### config.mk
export PLATFORM = sky130hd
export DESIGN_NAME = radix_number_to_ascii_core
export DESIGN_NICKNAME = d
export VERILOG_FILES = /design/src/design/rnta_pkg.sv /design/src/design/rnta_ram.sv /design/src/design/radix_number_to_ascii_core.sv
export SDC_FILE = /design/constraint.sdc
export NUM_CORES = 1
export LEC_CHECK = 0
export BUFFER_PORTS_ARGS = -buffer_cell sky130_fd_sc_hd__buf_2
export CAP_MARGIN = 40
export CORE_MARGIN = 8
export CORE_UTILIZATION = 39
export DETAILED_ROUTE_END_ITERATION = 16
export PLACE_DENSITY_LB_ADDON = 0.15
export SYNTH_ARGS = -nofsm -noshare
export SYNTH_HDL_FRONTEND = slang
export SYNTH_SLANG_ARGS = --single-unit
### constraint.sdc
create_clock -name clk -period 11.9 [get_ports clk]
set_clock_uncertainty 0.2 [all_clocks]
set_input_delay 1.19 -clock clk [delete_from_list [all_inputs] [get_ports clk]]
set_output_delay 1.19 -clock clk [all_outputs]
set_load 0.02 [all_outputs]
### src/design/rnta_pkg.sv
// ----------------------------------------------------------------------------
// rnta_pkg
// Types, constants and the digit-to-ASCII mapping shared by the number to
// ASCII conversion block.
// ----------------------------------------------------------------------------
`default_nettype none

package rnta_pkg;

  localparam int VALUE_BITS_DEFAULT = 64;
  localparam int VALUE_W            = 64;
  localparam int RADIX_W            = 6;
  localparam int DIGIT_W            = 6;
  localparam int CHAR_W             = 7;

  localparam logic [RADIX_W-1:0] RADIX_MIN = 6'd2;
  localparam logic [RADIX_W-1:0] RADIX_MAX = 6'd36;

  localparam logic [CHAR_W-1:0] ASCII_ZERO   = 7'd48;
  localparam logic [CHAR_W-1:0] UPPER_OFFSET = 7'd55;
  localparam logic [CHAR_W-1:0] LOWER_OFFSET = 7'd87;
  localparam logic [DIGIT_W-1:0] DECIMAL_DIGITS = 6'd10;

  typedef struct packed {
    logic [VALUE_W-1:0] value;
    logic [RADIX_W-1:0] radix;
    logic               lowercase;
  } in_item_t;

  typedef struct packed {
    logic [CHAR_W-1:0] character;
    logic              last;
  } out_item_t;

  function automatic logic [CHAR_W-1:0] digit_code(input logic [DIGIT_W-1:0] d,
                                                    input logic lower);
    logic [CHAR_W-1:0] d_ext;
    d_ext = {1'b0, d};
    if (d < DECIMAL_DIGITS) begin
      return d_ext + ASCII_ZERO;
    end else if (lower) begin
      return d_ext + LOWER_OFFSET;
    end else begin
      return d_ext + UPPER_OFFSET;
    end
  endfunction

endpackage

`default_nettype wire

### src/design/rnta_ram.sv
// ----------------------------------------------------------------------------
// rnta_ram
// Generic single-write, single-read RAM with a registered read port.
// ----------------------------------------------------------------------------
`default_nettype none

module rnta_ram #(
  parameter int WIDTH = 6,
  parameter int DEPTH = 64,
  parameter int AW    = $clog2(DEPTH)
) (
  input  wire logic             clk,
  input  wire logic             we,
  input  wire logic [AW-1:0]    waddr,
  input  wire logic [WIDTH-1:0] wdata,
  input  wire logic [AW-1:0]    raddr,
  output logic      [WIDTH-1:0] rdata
);

  logic [WIDTH-1:0] mem [DEPTH];

  always_ff @(posedge clk) begin
    if (we) begin
      mem[waddr] <= wdata;
    end
    rdata <= mem[raddr];
  end

endmodule

`default_nettype wire

### src/design/radix_number_to_ascii_core.sv
// ----------------------------------------------------------------------------
// radix_number_to_ascii_core
// Renders an unsigned number as ASCII digits in a radix from 2 to 36, most
// significant digit first, one digit per output item.
// ----------------------------------------------------------------------------
//
//   channel | direction | payload     | handshake
//   --------+-----------+-------------+----------------------
//   in      | input     | in_item_t   | in_valid / in_stall
//   out     | output    | out_item_t  | out_valid / out_stall
//
// Each digit comes from a bit-serial restoring divider that steps through
// all VALUE_BITS bits of the value. Digits are pushed into a small RAM stack
// least significant first and popped back in reverse order, each pop going
// through the S_READ and S_LOAD states. Reset clears only control state; the
// stack needs no clearing. A stall on the output holds the current item and
// pauses the pop.
// ----------------------------------------------------------------------------
`default_nettype none

module radix_number_to_ascii_core
  import rnta_pkg::*;
#(
  parameter int VALUE_BITS = VALUE_BITS_DEFAULT
) (
  input  wire logic      clk,
  input  wire logic      rst,
  input  wire logic      in_valid,
  output logic           in_stall,
  input  wire in_item_t  in_data,
  output logic           out_valid,
  input  wire logic      out_stall,
  output out_item_t      out_data
);

  localparam int AW    = $clog2(VALUE_BITS);
  localparam int PTR_W = AW + 1;
  localparam int CNT_W = $clog2(VALUE_BITS);

  typedef enum logic [1:0] {
    S_IDLE,
    S_DIV,
    S_READ,
    S_LOAD
  } state_t;

  state_t               state;
  logic [VALUE_BITS-1:0] val;
  logic [RADIX_W-1:0]   radix;
  logic                 lower;
  logic [DIGIT_W-1:0]   rem;
  logic [CNT_W-1:0]     cnt;
  logic [PTR_W-1:0]     ptr;
  logic                 qnz;

  logic [DIGIT_W:0]     trial;
  logic                 qbit;
  logic [DIGIT_W-1:0]   rem_next;
  logic [PTR_W-1:0]     ptr_dec;
  logic                 div_done;
  logic                 out_free;
  logic [RADIX_W-1:0]   radix_in;
  logic                 ram_we;
  logic [DIGIT_W-1:0]   ram_rdata;

  // One restoring division step: bring in the next dividend bit and subtract
  // the radix when the partial remainder allows it.
  always_comb begin
    trial    = {rem, val[VALUE_BITS-1]};
    qbit     = (trial >= {1'b0, radix});
    rem_next = qbit ? DIGIT_W'(trial - {1'b0, radix}) : DIGIT_W'(trial);
    ptr_dec  = ptr - 1'b1;
    div_done = (state == S_DIV) && (cnt == CNT_W'(VALUE_BITS - 1));
    ram_we   = div_done;
    out_free = !out_valid || !out_stall;
    if (in_data.radix < RADIX_MIN) begin
      radix_in = RADIX_MIN;
    end else if (in_data.radix > RADIX_MAX) begin
      radix_in = RADIX_MAX;
    end else begin
      radix_in = in_data.radix;
    end
  end

  assign in_stall = (state != S_IDLE);

  rnta_ram #(
    .WIDTH(DIGIT_W),
    .DEPTH(VALUE_BITS)
  ) u_stack (
    .clk  (clk),
    .we   (ram_we),
    .waddr(ptr[AW-1:0]),
    .wdata(rem_next),
    .raddr(ptr_dec[AW-1:0]),
    .rdata(ram_rdata)
  );

  always_ff @(posedge clk) begin
    if (rst) begin
      state     <= S_IDLE;
      out_valid <= 1'b0;
      cnt       <= '0;
      ptr       <= '0;
      qnz       <= 1'b0;
    end else begin
      if (out_valid && !out_stall) begin
        out_valid <= 1'b0;
      end
      unique case (state)
        S_IDLE: begin
          if (in_valid) begin
            val   <= in_data.value[VALUE_BITS-1:0];
            radix <= radix_in;
            lower <= in_data.lowercase;
            rem   <= '0;
            cnt   <= '0;
            ptr   <= '0;
            qnz   <= 1'b0;
            state <= S_DIV;
          end
        end
        S_DIV: begin
          val <= {val[VALUE_BITS-2:0], qbit};
          if (div_done) begin
            // The remainder is pushed; the quotient left in val is the next
            // dividend unless it is zero.
            ptr <= ptr + 1'b1;
            rem <= '0;
            cnt <= '0;
            qnz <= 1'b0;
            if (!(qnz || qbit)) begin
              state <= S_READ;
            end
          end else begin
            rem <= rem_next;
            cnt <= cnt + 1'b1;
            qnz <= qnz || qbit;
          end
        end
        S_READ: begin
          if (out_free) begin
            ptr   <= ptr_dec;
            state <= S_LOAD;
          end
        end
        S_LOAD: begin
          out_valid          <= 1'b1;
          out_data.character <= digit_code(ram_rdata, lower);
          out_data.last      <= (ptr == '0);
          state              <= (ptr == '0) ? S_IDLE : S_READ;
        end
        default: begin
          state <= S_IDLE;
        end
      endcase
    end
  end

endmodule

`default_nettype wire

==> impl_metrics.csv <==
group,metric,value,unit
worst_hold_path,holdCritPathClass,"flop to flop",
finish,drive_above_1_share,29.24,%
synth,avgSynthCellArea,17.90,um2
global_route,gr-total-overflow,0,
clock_network,clk_pin_slew,0.06,ns
floorplanning,ioPinCount,85,
finish,layout.nets,1330,
pwr,leakage,7.488,nW
pwr,cellPowerDensity,230.1,nW/um2
sta,fin_crit_sh,31.80,%
synth,seq_area_frac_synth,71.70,%
placement,place_ws,7.974,ns
worst_setup_path,path_max_fanout,43,
global_route,grt_pass1_vias,10860,
floorplanning,fp.dieArea,59570,um2
worst_setup_path,arrival,4.06,ns
finish,layout_common_cells,"edfxtp_1, mux4_2, nor2_1",
global_route,grt_max_degree,66,
run_status,outcome,"complete, no violations",
worst_setup_path,critPathRequiredTime,12.17,ns
worst_setup_path,cpPeakStageDelay,0.73,ns
clock_network,cts_resized,0,
clock_network,cts_tree,"built",
detailed_routing,dr_total_vias,10380,
sta,tns,0,ns
sta,drv_slew,0,
clock_network,cts_hold_buf,0,
clock_network,clock_tree.buffer_depth,3,
worst_setup_path,r2r_start,"ptr[0]",
synth,yosys_warnings,0,
worst_setup_path,worst_setup_path_start_kind,"flop",
pwr,peakVddDrop,0.0001871,V
pwr,p_comb_share,24.4,%
synth,syn_inst,1133,
pwr,cellInternalPower,0.003806,W
sta,tightestPinTransition,0.9064,ns
clock_network,cts.htree.levels,2,
clock_network,cts_buffers,53,
worst_setup_path,worstReg2RegEnd,"u_stack.rdata[2]",
floorplanning,start_util,39.46,%
placement,gp_congestion,0.7594,
detailed_routing,drc,0,
clock_network,insertion_delay,0.60,ns
worst_setup_path,reg2reg_slack,8.12,ns
finish,n_antenna_cell,0,
worst_setup_path,crit_end,"u_stack.rdata[2]",
pwr,fin_total_pwr,0.005373,W
synth,ys_seq_elements,492,
detailed_routing,wl_per_cell,22.60,um
detailed_routing,drt-pass1-iter-count,7,
detailed_routing,antenna_left,0,
floorplanning,coreArea,51410,um2
worst_setup_path,crit_path_start,"ptr[0]",
floorplanning,rows,83,
pwr,sequentialPowerShare,45.0,%
sta,hold_viol,0,
floorplanning,die_h,244.1,um
clock_network,cts_setup_buffers,0,
global_route,grt_first_pass_wirelength,67920,um
worst_setup_path,end_kind,"flop",
worst_setup_path,crit_chain,"buf_4, buf_4, mux4_2, mux4_2, a22oi_1, o21ai_1",
sta,fin_ws,8.116,ns
clock_network,cts_root_buf,"clkbuf_16",
sta,setup_viol,0,
detailed_routing,drtIter0Drc,634,
synth,synth_nets,1226,
pwr,power.share.switching,29.16,%
synth,synth_cell_type_count,59,
pwr,power.share.clock,30.7,%
global_route,grt.total_usage,14.88,%
sta,rsz0062_at_grt,"false",
synth,synth_top_flop_cell,"edfxtp_1",
worst_setup_path,r2r_cells,6,
sta,holdWs,0.2935,ns
worst_setup_path,worstSetupPathType,"flop to flop",
clock_network,clock-sinks,492,
finish,area_growth,15.12,%
finish,final_common_cell,"edfxtp_1",
flow_run,maxCapViolCount,0,
finish,post-route-util,45.43,%
sta,fin_crit,3.784,ns
synth,synth-edff-count,469,
sta,slew_headroom,39.39,%
worst_setup_path,crit_slowest_cell,"buf_4",
global_route,antenna_found_initial,5,
synth,syn_area,20290,um2
detailed_routing,vias_per_cell,5.299,
finish,fill_cells,4480,
placement,hpwl,28050,um
floorplanning,die_width,244.1,um
sta,fmax,0.2642,GHz
synth,synth-async-reset-ratio,0,%
pwr,p_switching,0.001567,W
detailed_routing,routed_wl,44270,um
placement,port_buffers,84,
power by group through the flow:
stage	clock [W]	combinational (W)	sequential, W
2_1_floorplan	0	0.000853	0.00244
3_3_place_gp	0	0.00126	0.00246
5_1_grt	0.00176	0.00144	0.00243
6_report	0.00165	0.00131	0.00242
4_1_cts	0.00169	0.00134	0.00242
3_5_place_dp	0	0.00134	0.00245
area by class of cell:
type | instances | area [um2] | area share [%]
clock buffers | 68 | 1424 | 6.097
well taps | 680 | 850.8 | 3.643
flip-flops and latches | 492 | 14550 | 62.29
clock inverters | 29 | 326.6 | 1.398
repair buffers | 107 | 690.7 | 2.957
multi-input cells | 554 | 5405 | 23.14
inverters | 29 | 108.9 | 0.4661
how the worst min path moves through the flow:
stage / cells after the start / end / slack [ns] / from
final: 2 / ptr[6] / 0.29 / ptr[6]
after global routing: 2 / ptr[6] / 0.34 / ptr[6]
after CTS: 2 / cnt[5] / 0.30 / cnt[5]
after detailed placement: 2 / cnt[5] / 0.29 / cnt[5]
after global placement: 2 / cnt[5] / 0.27 / cnt[5]
after floorplan: 2 / cnt[5] / 0.26 / cnt[5]
per-layer routing:
layer	GRT usage, %	wire length, um	part of all wire [%]
met1	20.05	19740	45
met2	23.78	20830	47
met3	3.706	2627	5.9
met4	4.381	1013	2.3
met5	0	66	0.15
kinds of logic after synthesis:
logic type      Yosys count  share of synthesized area (%)
compound gates           95                          3.072
xor+xnor                 14                         0.6415
fa+ha+maj                19                          1.197
buf+inv                  87                          1.986
flops                   492                          71.70
mux                     179                          15.93
simple gates            247                          5.477
through the flow:
step                cells  instance area (um2)
floorplan            1133                20290
global placement     1852                21430
detailed placement   1862                21600
CTS                  1959                23350
global route         1959                23350
finish               1959                23350
cells in the mapped netlist (all sizes together), types with 7 or more instances:
master  count  area [um2]
ha         17       212.7
nor2b       7       43.79
o21ai      25       125.1
a22oi       7       52.55
nand2      74       277.8
xnor2      11       96.34
mux2       65       732.0
inv        29       108.9
mux4      108        2440
edfxtp    469       14080
a21oi      24       120.1
buf        30       188.9
nor2       87       326.6
nor3       11       60.06
dfxtp      23       460.4
clkbuf     28       105.1
nand3      35       175.2
registers in the layout (all words and copies together) (netlist names):
name	count
rem	6
u_stack.rdata	6
state	2
cnt	6
val	64
qnz	1
ptr	7
out_data	8
lower	1
u_stack.mem	384
out_valid	1
radix	6
critical path, delay by kind of cell, from the launching register on:
kind	cells	cell delay (ns)
AOI/OAI and AO/OA	2	0.49
buffers and inverters	2	1.20
muxes	2	1.04
DFF	1	0.67
(Power assumes the default switching activity.)
